### config.mk
export PLATFORM = sky130hd
export DESIGN_NAME = off_ground_detector_core
export DESIGN_NICKNAME = d
export VERILOG_FILES = /design/src/rtl/ogd_pkg.sv /design/src/rtl/off_ground_detector_core.sv
export SDC_FILE = /design/constraint.sdc
export NUM_CORES = 1
export LEC_CHECK = 0
export ABC_CLOCK_PERIOD_IN_PS = 10500
export BUFFER_PORTS_ARGS = -buffer_cell sky130_fd_sc_hd__clkbuf_2
export CAP_MARGIN = 20
export CORE_MARGIN = 1
export CORE_UTILIZATION = 58
export CTS_CLUSTER_DIAMETER = 150
export DETAILED_ROUTE_END_ITERATION = 16
export GPL_TIMING_DRIVEN = 1
export PLACE_DENSITY = 0.77
export SLEW_MARGIN = 25
export SYNTH_ARGS = -nofsm -noshare
export SYNTH_HDL_FRONTEND = slang
export SYNTH_SLANG_ARGS = --single-unit
### constraint.sdc
create_clock -name clk -period 10.5 [get_ports clk]
set_clock_uncertainty 0.1 [all_clocks]
set_input_delay 2.1 -clock clk [delete_from_list [all_inputs] [get_ports clk]]
set_output_delay 2.1 -clock clk [all_outputs]
set_load 0.05 [all_outputs]
### src/rtl/ogd_pkg.sv
// Types and fixed constants for the off-ground detector.
// No dependencies; imported by the core module and the checker.
package ogd_pkg;

    typedef logic signed [15:0] sample_t;
    typedef logic [15:0]        cfg_data_t;
    typedef logic [2:0]         cfg_index_t;
    typedef logic [8:0]         weight_t;
    typedef logic [7:0]         count_t;
    typedef logic signed [9:0]  count_wide_t;

    // Register indexes on the configuration port
    localparam cfg_index_t CFG_FILTER_WEIGHT  = 3'd0;
    localparam cfg_index_t CFG_THRESHOLD_NEAR = 3'd1;
    localparam cfg_index_t CFG_THRESHOLD_MID  = 3'd2;
    localparam cfg_index_t CFG_THRESHOLD_FAR  = 3'd3;
    localparam cfg_index_t CFG_COUNT_LIMIT    = 3'd4;
    localparam cfg_index_t CFG_LANDING_DROP   = 3'd5;

    // Reset values of the registers
    localparam weight_t RST_FILTER_WEIGHT  = 9'd51;
    localparam sample_t RST_THRESHOLD_NEAR = -16'sd2048;
    localparam sample_t RST_THRESHOLD_MID  = -16'sd2176;
    localparam sample_t RST_THRESHOLD_FAR  = -16'sd2304;
    localparam count_t  RST_COUNT_LIMIT    = 8'd200;
    localparam count_t  RST_LANDING_DROP   = 8'd30;

    // Filter weight of one in Q1.8
    localparam weight_t WEIGHT_ONE = 9'd256;

    // Evidence increments per band
    localparam count_wide_t GROW_MID  = 10'sd4;
    localparam count_wide_t GROW_FAR  = 10'sd5;
    localparam count_wide_t GROW_DEEP = 10'sd10;

endpackage

### src/rtl/off_ground_detector_core.sv
// Off-ground detector: low-pass filter on vertical acceleration and a
// tiered evidence counter. The block takes one request per clock cycle with
// no gaps while the result is not stalled; each request passes through the
// input register, then the result register, before its result appears on
// the outputs. This structure is set by the filter's feedback loop: the new
// filtered value, computed with one 10x17 multiplier from the sample and the
// previous filtered value, must be ready for the next sample in the following
// cycle, so the filter and counter update are combinational logic between
// the input and result registers.
// A stalled result is held while the input register keeps accepting until
// it, too, is full. Configuration is taken from a plain write port and must
// only be written while no request is in flight.
module off_ground_detector_core (
    input  logic               clk,
    input  logic               rst_n,
    // configuration write port
    input  logic               cfg_write,
    input  ogd_pkg::cfg_index_t cfg_index,
    input  ogd_pkg::cfg_data_t cfg_data,
    // request channel
    input  logic               in_valid,
    output logic               in_stall,
    input  ogd_pkg::sample_t   accel_z,
    // result channel
    output logic               out_valid,
    input  logic               out_stall,
    output ogd_pkg::sample_t   filtered_g,
    output logic               off_ground,
    output ogd_pkg::count_t    evidence_count
);

    import ogd_pkg::*;

    // Configuration registers
    weight_t filter_weight_reg;
    sample_t threshold_near_reg;
    sample_t threshold_mid_reg;
    sample_t threshold_far_reg;
    count_t  count_limit_reg;
    count_t  landing_drop_reg;

    // Input register
    logic    in_full_reg;
    sample_t sample_reg;

    // Detector state
    sample_t last_filtered_reg;
    sample_t last_filtered_next;
    count_t  count_reg;
    count_t  count_next;
    logic    flag_reg;
    logic    flag_next;

    // Result register
    logic    out_valid_reg;
    sample_t filtered_g_reg;
    logic    off_ground_reg;
    count_t  evidence_count_reg;

    // Handshake
    logic    in_accept;
    logic    advance;

    // Datapath
    weight_t             weight_eff;
    logic signed [16:0]  diff;
    logic signed [26:0]  prod;
    logic signed [26:0]  sum;
    count_wide_t         cnt_step;
    count_wide_t         cnt_sat;
    count_wide_t         limit_ext;

    // Move the held request into the result register whenever that is free
    // or being emptied this cycle.
    assign advance   = in_full_reg && (!out_valid_reg || !out_stall);
    assign in_stall  = in_full_reg && !advance;
    assign in_accept = in_valid && !in_stall;

    // ---------------- configuration ----------------
    always_ff @(posedge clk or negedge rst_n)
    begin
        if (!rst_n)
        begin
            filter_weight_reg  <= RST_FILTER_WEIGHT;
            threshold_near_reg <= RST_THRESHOLD_NEAR;
            threshold_mid_reg  <= RST_THRESHOLD_MID;
            threshold_far_reg  <= RST_THRESHOLD_FAR;
            count_limit_reg    <= RST_COUNT_LIMIT;
            landing_drop_reg   <= RST_LANDING_DROP;
        end
        else if (cfg_write)
        begin
            unique case (cfg_index)
                CFG_FILTER_WEIGHT:  filter_weight_reg  <= cfg_data[8:0];
                CFG_THRESHOLD_NEAR: threshold_near_reg <= cfg_data;
                CFG_THRESHOLD_MID:  threshold_mid_reg  <= cfg_data;
                CFG_THRESHOLD_FAR:  threshold_far_reg  <= cfg_data;
                CFG_COUNT_LIMIT:    count_limit_reg    <= cfg_data[7:0];
                CFG_LANDING_DROP:   landing_drop_reg   <= cfg_data[7:0];
                default:            ; // drop writes to unused indexes
            endcase
        end
    end

    // ---------------- input register ----------------
    always_ff @(posedge clk or negedge rst_n)
    begin
        if (!rst_n)
            in_full_reg <= 1'b0;
        else if (in_accept)
            in_full_reg <= 1'b1;
        else if (advance)
            in_full_reg <= 1'b0;
    end

    always_ff @(posedge clk)
    begin
        if (in_accept)
            sample_reg <= accel_z;
    end

    // ---------------- filter ----------------
    // (256-w)*s + w*last is rewritten as 256*s + w*(last-s): one multiplier.
    // Weights above one clamp to one so the filter holds its last value.
    always_comb
    begin
        weight_eff = (filter_weight_reg > WEIGHT_ONE) ? WEIGHT_ONE : filter_weight_reg;
        diff = {last_filtered_reg[15], last_filtered_reg} - {sample_reg[15], sample_reg};
        prod = $signed({1'b0, weight_eff}) * diff;
        // Add half an LSB, then floor by the arithmetic shift: ties round up.
        sum  = {{3{sample_reg[15]}}, sample_reg, 8'd0} + prod + 27'sd128;
        // The result is a weighted mean of two 16-bit values, so it fits.
        last_filtered_next = sum[23:8];
    end

    // ---------------- evidence counter ----------------
    always_comb
    begin
        limit_ext = {2'b00, count_limit_reg};
        if (last_filtered_next > threshold_near_reg)
        begin
            // ground seen: back off if airborne, else forget all evidence
            if (flag_reg)
                cnt_step = {2'b00, count_reg} - {2'b00, landing_drop_reg};
            else
                cnt_step = '0;
        end
        else if (last_filtered_next > threshold_mid_reg)
            cnt_step = {2'b00, count_reg} + GROW_MID;
        else if (last_filtered_next > threshold_far_reg)
            cnt_step = {2'b00, count_reg} + GROW_FAR;
        else
            cnt_step = {2'b00, count_reg} + GROW_DEEP;

        // saturate at the limit and raise the flag there
        if (cnt_step >= limit_ext)
        begin
            flag_next = 1'b1;
            cnt_sat   = limit_ext;
        end
        else
        begin
            flag_next = 1'b0;
            cnt_sat   = cnt_step;
        end

        // clamp a landing drop that went below zero
        if (cnt_sat < 0)
            count_next = '0;
        else
            count_next = cnt_sat[7:0];
    end

    always_ff @(posedge clk or negedge rst_n)
    begin
        if (!rst_n)
        begin
            last_filtered_reg <= '0;
            count_reg         <= '0;
            flag_reg          <= 1'b0;
        end
        else if (advance)
        begin
            last_filtered_reg <= last_filtered_next;
            count_reg         <= count_next;
            flag_reg          <= flag_next;
        end
    end

    // ---------------- result register ----------------
    always_ff @(posedge clk or negedge rst_n)
    begin
        if (!rst_n)
            out_valid_reg <= 1'b0;
        else if (advance)
            out_valid_reg <= 1'b1;
        else if (!out_stall)
            out_valid_reg <= 1'b0;
    end

    always_ff @(posedge clk)
    begin
        if (advance)
        begin
            filtered_g_reg     <= last_filtered_next;
            off_ground_reg     <= flag_next;
            evidence_count_reg <= count_next;
        end
    end

    assign out_valid      = out_valid_reg;
    assign filtered_g     = filtered_g_reg;
    assign off_ground     = off_ground_reg;
    assign evidence_count = evidence_count_reg;

endmodule

==> reports/metrics.yaml, run 1 <==
drc: 0
final_cell_count_no_fill: 1972
overflow: 0
fin_ws_ns: -0.308
yosysWarnings: 0
ant_nets: 0
synth-edff-count: 41
antenna_found_initial: 0
cts_buffer_depth: 2
worst-path-buf-inv: 14
fillers: 1479
cts_sinks: 141
syn_inst: 1391
critPathKind: "flip-flop to flip-flop"
cp.required_ns: 10.57
ys.flop_type: "dfrtp_1"
fp.dieW_um: 155
core_region_area_um2: 22800
critical_path.max_fanout: 6
die_area_um2: 23900
clock_latency_ns: 0.42
grt_pass1_vias: 11600
rows: 55
route.vias.total: 11200
tightest_slew_ns: 1.03
dp.cells: 1901
cts_tree: "built"
synth_common_cells: "inv_1, nand2_1, ha_1"
dpl.hpwl_um: 29100
die_y_um: 155
worstHoldPathType: "flip-flop to flip-flop"
slew_violations: 0
grt_max_degree: 76
drt_iter0_drc: 844
initial_core_util: 0.593
syn_area_per_cell_um2: 9.72
netlist.top_cell.by_area: "fa_1"
fin_crit_ns: 10.81
ys_seq_area_frac: 0.279
routed_wl_um: 38700
synthTopCellsByArea: "fa_1, dfrtp_1, ha_1"
place_congestion: 0.967
portBuffers: 66
drt_pass1_iterations: 6
worstSetupStartpointType: "flip-flop"
cts_buffers: 17
ys_ff_latch: 141
status: "complete, but fails checks"
drv_cap: 0
cpMostUsedCell: "buf_4"
crit_arrival_ns: 10.88
synth_fp_nets: 1703
htree_num_levels: 4
violations: "setup timing"
synthArstFlopShare: 0.709
hold_viol_final: 0
cp_slowest_stage_delay_ns: 0.53
grt.total_usage: 0.335
yosys.cell_types.count: 81
grt_pass1_wl_um: 61400
viasPerCell: 5.70
fmax_mhz: 92.5
end_kind: "flip-flop"
synth_top_area_share: 0.198
place_ws_ns: -0.554
fin_setup_tns_ns: -4.29
setup_viol: 18
synth_most_common_cell: "inv_1"
finalCritPeriodShare: 1.03
diodes: 0
nNetsFinal: 1958
synth_area_um2: 13500
syn_to_final_growth_pct: 25.8
post_drt_wl_per_cell_um: 19.6
cts_root_buf: "clkbuf_16"
cpMaxStageDelayCell: "fa_1"
clk_pin_slew_worst_paths_ns: 0.06
crit_family: "adder cells"
io_pins: 67
drive_gt1_frac: 0.300
rsz0062_at_grt: "yes"
slew-limit-headroom: 0.314
-- routing by layer --
| metal | part of all wire | global-route usage |
|---|---|---|
| met5 | 0 | 0 |
| met4 | 0.037 | 0.125 |
| met3 | 0.063 | 0.0468 |
| met2 | 0.50 | 0.575 |
| met1 | 0.40 | 0.432 |
-- repair_timing --
| action | 4_1_cts | 5_1_grt |
|---|---|---|
| resized for setup | 94 | 37 |
| pin swaps | 108 | 53 |
| hold buffers | 0 | 0 |
| setup buffers | 29 | 12 |
| endpoints found under the setup margin | 18 | 18 |
-- cells in the final DEF (no fill, tap or decap), types with 9 or more instances in the layout --
| master | netlist | routed |
|---|---|---|
| dfstp_2 | 31 | 31 |
| nand2_1 | 154 | 151 |
| nand3_1 | 13 | 10 |
| inv_2 | 0 | 12 |
| nor3_1 | 14 | 11 |
| o21ai_1 | 3 | 12 |
| edfxtp_1 | 41 | 41 |
| buf_6 | 1 | 9 |
| nor2b_1 | 24 | 22 |
| dfrtp_1 | 69 | 69 |
| xnor2_1 | 38 | 31 |
| o21ai_0 | 70 | 58 |
| ha_1 | 138 | 122 |
| nor2_1 | 98 | 94 |
| clkbuf_16 | 0 | 17 |
| a21o_1 | 15 | 15 |
| xor2_1 | 19 | 10 |
| mux2_2 | 45 | 45 |
| nand2b_1 | 15 | 14 |
| a21oi_1 | 28 | 20 |
| clkbuf_2 | 0 | 65 |
| nand4_1 | 15 | 15 |
| fa_1 | 134 | 130 |
| buf_4 | 3 | 190 |
| ha_4 | 0 | 14 |
| inv_1 | 260 | 249 |
-- cell families (layout without fill, tap and decap cells) --
kind of cell	count (synthesis)	after routing	share of synthesized area
XOR/XNOR	57	57	0.0369
AND/OR/NAND/NOR	378	378	0.130
multiplexers	47	47	0.0393
AO/OA/AOI/OAI	205	205	0.106
buffers and inverters	291	559	0.0824
flip-flops	141	141	0.279
adder cells (fa/ha/maj)	272	272	0.326
-- path summary, 6_finish.rpt --
path	from	end	slack [ns]	cells past startpoint
min in group asynchronous	rst_n	threshold_near_reg[9]	1.49	1
worst max register to register	sample_reg[3]	evidence_count[6]	-0.31	51
worst max-delay path	sample_reg[3]	evidence_count[6]	-0.31	51
worst min-delay path	in_full_reg	out_valid	0.40	1
worst min register to register	in_full_reg	out_valid	0.40	1
max in group asynchronous	rst_n	last_filtered_reg[2]	7.82	2
-- per-stage QoR --
| stage | utilization | cell area, um^2 | hold WS [ns] |
|---|---|---|---|
| floorplan | - | 13600 | 0.350 |
| finish | 0.746 | 17000 | 0.398 |
| detailed placement | 0.677 | 15400 | 0.371 |
| global placement | 0.677 | 15400 | 0.368 |
| global route | 0.746 | 17000 | 0.427 |
| CTS | 0.734 | 16700 | 0.400 |
-- area by class of cell --
class,count,area [um^2],area share
multi-input combinational,959,9370,0.551
sequential,141,3770,0.222
timing repair buffer,266,1890,0.111
inverter,261,980,0.0576
clock buffer,19,433,0.0255
tap,313,392,0.0230
clock inverter,13,163,0.00957
Power of run 1 is left out: the tool's default activity adds up to more than one toggle a clock period on the data nets, which glitch-free logic cannot reach.
==> run 2: changes to the inputs <==
--- a/config.mk
+++ b/config.mk
@@ -5,15 +5,15 @@
 export SDC_FILE = /design/constraint.sdc
 export NUM_CORES = 1
 export LEC_CHECK = 0
-export ABC_CLOCK_PERIOD_IN_PS = 10500
+export ABC_CLOCK_PERIOD_IN_PS = 13200
 export BUFFER_PORTS_ARGS = -buffer_cell sky130_fd_sc_hd__clkbuf_2
 export CAP_MARGIN = 20
 export CORE_MARGIN = 1
-export CORE_UTILIZATION = 58
+export CORE_UTILIZATION = 68
 export CTS_CLUSTER_DIAMETER = 150
 export DETAILED_ROUTE_END_ITERATION = 16
 export GPL_TIMING_DRIVEN = 1
-export PLACE_DENSITY = 0.77
+export PLACE_DENSITY = 0.85
 export SLEW_MARGIN = 25
 export SYNTH_ARGS = -nofsm -noshare
 export SYNTH_HDL_FRONTEND = slang
==> constraint.sdc (replaced) <==
create_clock -name clk -period 13.2 [get_ports clk]
set_clock_uncertainty 0.1 [all_clocks]
set_input_delay 2.64 -clock clk [delete_from_list [all_inputs] [get_ports clk]]
set_output_delay 2.64 -clock clk [all_outputs]
set_load 0.05 [all_outputs]
==> run 2 against run 1 <==
  * The run now ends clean
  * Critical path depth decreased by 8
  * Sequential cell count did not move
  * Final cell count decreased by 12%
  * Highest routed layer unchanged
==> reports/metrics.yaml, run 2 (same netlist as run 1, synthesis figures left out) <==
worstHoldPathType: "flip-flop to flip-flop"
syn_to_final_growth_pct: 9.49
final_common_cell: "inv_1"
fin_setup_tns_ns: 0  # +4.29 ns
io_pins: 67  # unchanged
overflow: 0  # unchanged
cp_slowest_stage_delay_ns: 0.60  # +0.07 ns
fin_crit_ns: 12.56  # +1.75 ns
rsz0062_at_grt: "no"
antenna_found_initial: 0  # unchanged
cpMostUsedCell: "fa_1"
cts_setup_buffers: 0  # -100%
clock_latency_ns: 0.43  # about the same
cts_sinks: 141  # unchanged
initial_core_util: 0.695  # +0.101
slew-limit-headroom: 0.302  # -0.0128
slew_violations: 0  # unchanged
ant_nets: 0  # unchanged
drive_gt1_frac: 0.146  # -0.153
viasPerCell: 5.96  # +4.5%
drt_pass1_iterations: 5  # -1
clk_pin_slew_worst_paths_ns: 0.07  # about the same
drc: 0  # unchanged
cts_root_buf: "clkbuf_16"
place_congestion: 0.977  # +1.1%
drt_iter0_drc: 784  # -7.1%
grt_pass1_vias: 10900  # -6.0%
multi_input_area_um2: 8660  # -7.5%
critPathLaunch: "sample_reg[0]"
die_area_um2: 20400  # -15%
htree_num_levels: 4  # unchanged
min_from: "in_full_reg"
status: "complete, no violations"
crit_arrival_ns: 12.63  # +1.75 ns
grt_pass1_wl_um: 56200  # -8.5%
cts_tree: "built"
grt_max_degree: 62  # -18%
cts_repair_resize_count: 0  # -100%
cts_buffer_depth: 2  # unchanged
cts_buffers: 17  # unchanged
critical_path.max_fanout: 14  # +8
cpMaxStageDelayCell: "xor2_1"
fillers: 1335  # -9.7%
fp.dieW_um: 143  # -7.5%
fmax_mhz: 79.6  # -14%
post_drt_wl_per_cell_um: 19.7  # +0.20%
cts_hold_buf: 0  # unchanged
r2r_start: "sample_reg[0]"
nNetsFinal: 1774  # -9.4%
setup_viol: 0  # -18
finalCritPeriodShare: 0.951  # -0.0780
tightest_slew_ns: 1.05  # +0.0185 ns
final_cell_mix: "inv_1, nand2_1, ha_1, fa_1, nor2_1"
seqCellArea_um2: 3770  # unchanged
route.vias.total: 10400  # -7.8%
cp.required_ns: 13.28  # +2.71 ns
worstSetupStartpointType: "flip-flop"
grt.total_usage: 0.367  # +0.0324
rows: 51  # -7.3%
critPathKind: "flip-flop to flip-flop"
diodes: 0  # unchanged
routed_wl_um: 34200  # -12%
end_kind: "flip-flop"
core_region_area_um2: 19500  # -15%
dpl.hpwl_um: 26200  # -10%
die_y_um: 143  # -7.5%
drv_cap: 0  # unchanged
portBuffers: 66  # unchanged
hold_viol_final: 0  # unchanged
==> run 2: changes by cell type in the layout (fill, tap and decap cells not counted), sizes merged <==
cell,change
buf,-184
bufinv,-1
clkbuf,-2
clkinv,-2
inv,+5
==> run 2: path summary, 6_finish.rpt <==
path	to	slack, ns	cells after the start
worst min register to register	out_valid	0.39	1
min in group asynchronous	threshold_mid_reg[11]	2.09	1
worst min-delay path	out_valid	0.39	1
worst max-delay path	evidence_count[2]	0.64	43
max in group asynchronous	last_filtered_reg[1]	9.73	2
worst max register to register	evidence_count[2]	0.64	43
==> run 2: final cells by class <==
class,instances,share of cell area
clock buffer,17,0.0287
clock inverter,15,0.0117
timing repair buffer,82,0.0306
sequential,141,0.255
inverter,261,0.0662
tap,265,0.0224
multi-input combinational,959,0.585
==> run 2: per-layer routing <==
| metal | share of wire | wire length [um] | up-vias | global-route usage |
|---|---|---|---|---|
| li1 | - | - | 4724 | - |
| met1 | 0.41 | 13900 | 5057 | 0.483 |
| met2 | 0.48 | 16400 | 474 | 0.592 |
| met3 | 0.076 | 2580 | 114 | 0.0704 |
| met4 | 0.039 | 1340 | 0 | 0.166 |
| met5 | 0 | 0 | - | 0 |
==> run 2: per-stage QoR <==
| step | worst slack (ns) | util | hold WS, ns | cells | instance area [um^2] |
|---|---|---|---|---|---|
| finish | 0.643 | 0.760 | 0.389 | 1740 | 14800 |
| global route | 0.0541 | 0.760 | 0.419 | 1740 | 14800 |
| CTS | 0.890 | 0.760 | 0.392 | 1740 | 14800 |
| detailed placement | 0.955 | 0.729 | 0.382 | 1708 | 14200 |
| global placement | 1.18 | 0.729 | 0.365 | 1708 | 14200 |
| floorplan | 2.49 | - | 0.350 | 1391 | 13500 |
==> run 2: worst max-delay path: cells and delay by family, from the launching register on <==
kind / cells / cell delay, ns
AOI/OAI and AO/OA: 18 / 4.31
adders and majority gates: 10 / 4.28
and+or+nand+nor: 9 / 1.79
xor gates and xnor gates: 2 / 1.19
DFF: 1 / 0.42
buffers and inverters: 4 / 0.22
Power of run 2 is left out for the same reason.
==> run 3: changes to the inputs <==
--- a/config.mk
+++ b/config.mk
@@ -14,6 +14,7 @@
 export DETAILED_ROUTE_END_ITERATION = 16
 export GPL_TIMING_DRIVEN = 1
 export PLACE_DENSITY = 0.85
+export RECOVER_POWER = 25
 export SLEW_MARGIN = 25
 export SYNTH_ARGS = -nofsm -noshare
 export SYNTH_HDL_FRONTEND = slang
==> run 3 against run 2 <==
  * Wire length about the same
  * Worst hold slack about the same
  * Global-route usage unchanged
  * The flow now finishes with violations (capacitance limit, slew limit)
  * Count of clock-buffer cells in the layout unchanged
  * Critical path depth unchanged
  * Die area unchanged
==> reports/metrics.yaml, run 3 (same netlist as run 1, synthesis figures left out) <==
clock_latency_ns: 0.43  # about the same
rows: 51  # unchanged
post_drt_wl_per_cell_um: 19.7  # about the same
setup_viol: 0  # unchanged
status: "complete, but fails checks"
critical_path.max_fanout: 14  # unchanged
grt_use_met2: 0.592  # unchanged
worstSetupStartpointType: "flip-flop"
route.vias.total: 10400  # +0.36%
cp_slowest_stage_delay_ns: 0.61  # about the same
cts_hold_buf: 0  # unchanged
nNetsFinal: 1774  # unchanged
worstHoldPathType: "flip-flop to flip-flop"
core_region_area_um2: 19500  # unchanged
slew-limit-headroom: -0.467  # -0.769
die_y_um: 143  # unchanged
grt_util_met3: 0.0704  # unchanged
fin_setup_tns_ns: 0  # unchanged
tightest_slew_ns: 2.20  # +1.16 ns
diodes: 0  # unchanged
cts_buffer_depth: 2  # unchanged
violations: "capacitance limit, slew limit"
place_congestion: 0.977  # unchanged
cts_tree: "built"
final_cell_mix: "inv_1, nand2_1, ha_1, fa_1, nor2_1"
cts_buffers: 17  # unchanged
io_pins: 67  # unchanged
end_kind: "flip-flop"
ant_nets: 0  # unchanged
die_area_um2: 20400  # unchanged
clk_pin_slew_worst_paths_ns: 0.07  # about the same
cts_root_buf: "clkbuf_16"
drc: 0  # unchanged
fmax_mhz: 79.5  # -0.16%
viasPerCell: 5.98  # +0.36%
dp.cells: 1708  # unchanged
cpMostUsedCell: "fa_1"
multi_input_area_um2: 8660  # unchanged
seqCellArea_um2: 3770  # unchanged
critPathKind: "flip-flop to flip-flop"
fin_crit_ns: 12.58  # +0.0207 ns
gr-usage-met1: 0.483  # unchanged
drt_pass1_iterations: 6  # +1
cpMaxStageDelayCell: "xor2_1"
final_common_cell: "inv_1"
antenna_found_initial: 0  # unchanged
cts_setup_buffers: 0  # unchanged
slew_violations: 41  # +41
htree_num_levels: 4  # unchanged
cts_repair_resize_count: 0  # unchanged
initial_core_util: 0.695  # unchanged
cts_sinks: 141  # unchanged
fin_area_um2: 14800  # -0.19%
grt_max_degree: 62  # unchanged
final_cell_count_no_fill: 1740  # unchanged
rsz0062_at_grt: "no"
fillers: 1343  # +0.60%
drv_cap: 1  # +1
grt_pass1_wl_um: 56200  # unchanged
grt_busiest_layer: "met2"
finalCritPeriodShare: 0.953  # +0.00157
drt_iter0_drc: 827  # +5.5%
place_ws_ns: 0.955  # unchanged
fin_ws_ns: 0.623  # -0.0207 ns
grt_pass1_vias: 10900  # unchanged
dpl.hpwl_um: 26200  # unchanged
routed_wl_um: 34200  # about the same
grt.total_usage: 0.367  # unchanged
portBuffers: 66  # unchanged
overflow: 0  # unchanged
dpl_cell_area_um2: 14200  # unchanged
crit_arrival_ns: 12.66  # +0.03 ns
cp.required_ns: 13.28  # about the same
syn_to_final_growth_pct: 9.28
fp.dieW_um: 143  # unchanged
drive_gt1_frac: 0.138  # -0.00814
hold_viol_final: 0  # unchanged
-- run 3: worst max-delay path: cells and delay by family, from the launching register on --
kind                     cells  cell delay [ns]
adder cells (fa/ha/maj)     10             4.28
buffers and inverters        4             0.22
AO/OA/AOI/OAI               18             4.32
XOR/XNOR                     2             1.20
flip-flops                   1             0.42
AND/OR/NAND/NOR              9             1.81
-- run 3: area by class of cell --
type	count	area share
Clock inverter	15	0.0117
Timing Repair Buffer	82	0.0288
Tap cell	265	0.0224
Inverter	261	0.0663
Multi-Input combinational cell	959	0.587
Clock buffer	17	0.0288
Sequential cell	141	0.255
-- run 3: metrics by stage --
step,hold slack (ns),utilization
5_1_grt,0.419,0.759
4_1_cts,0.392,0.760
2_1_floorplan,0.350,-
3_3_place_gp,0.365,0.729
3_5_place_dp,0.382,0.729
6_report,0.389,0.759
-- run 3: layer usage --
layer / wire, um / vias to the layer above
li1: - / 4719
met1: 13900 / 5098
met3: 2690 / 112
met4: 1330 / 0
met2: 16400 / 477
met5: 0 / -
-- run 3: final timing paths --
kind	start	to	slack (ns)	depth (start not counted)
hold / removal	in_full_reg	out_valid	0.39	1
hold reg to reg	in_full_reg	out_valid	0.39	1
setup reg to reg	sample_reg[0]	evidence_count[2]	0.62	43
setup / recovery	sample_reg[0]	evidence_count[2]	0.62	43
max in group asynchronous	rst_n	last_filtered_reg[1]	8.47	2
min in group asynchronous	rst_n	threshold_near_reg[10]	2.76	1
Power of run 3 is left out for the same reason.
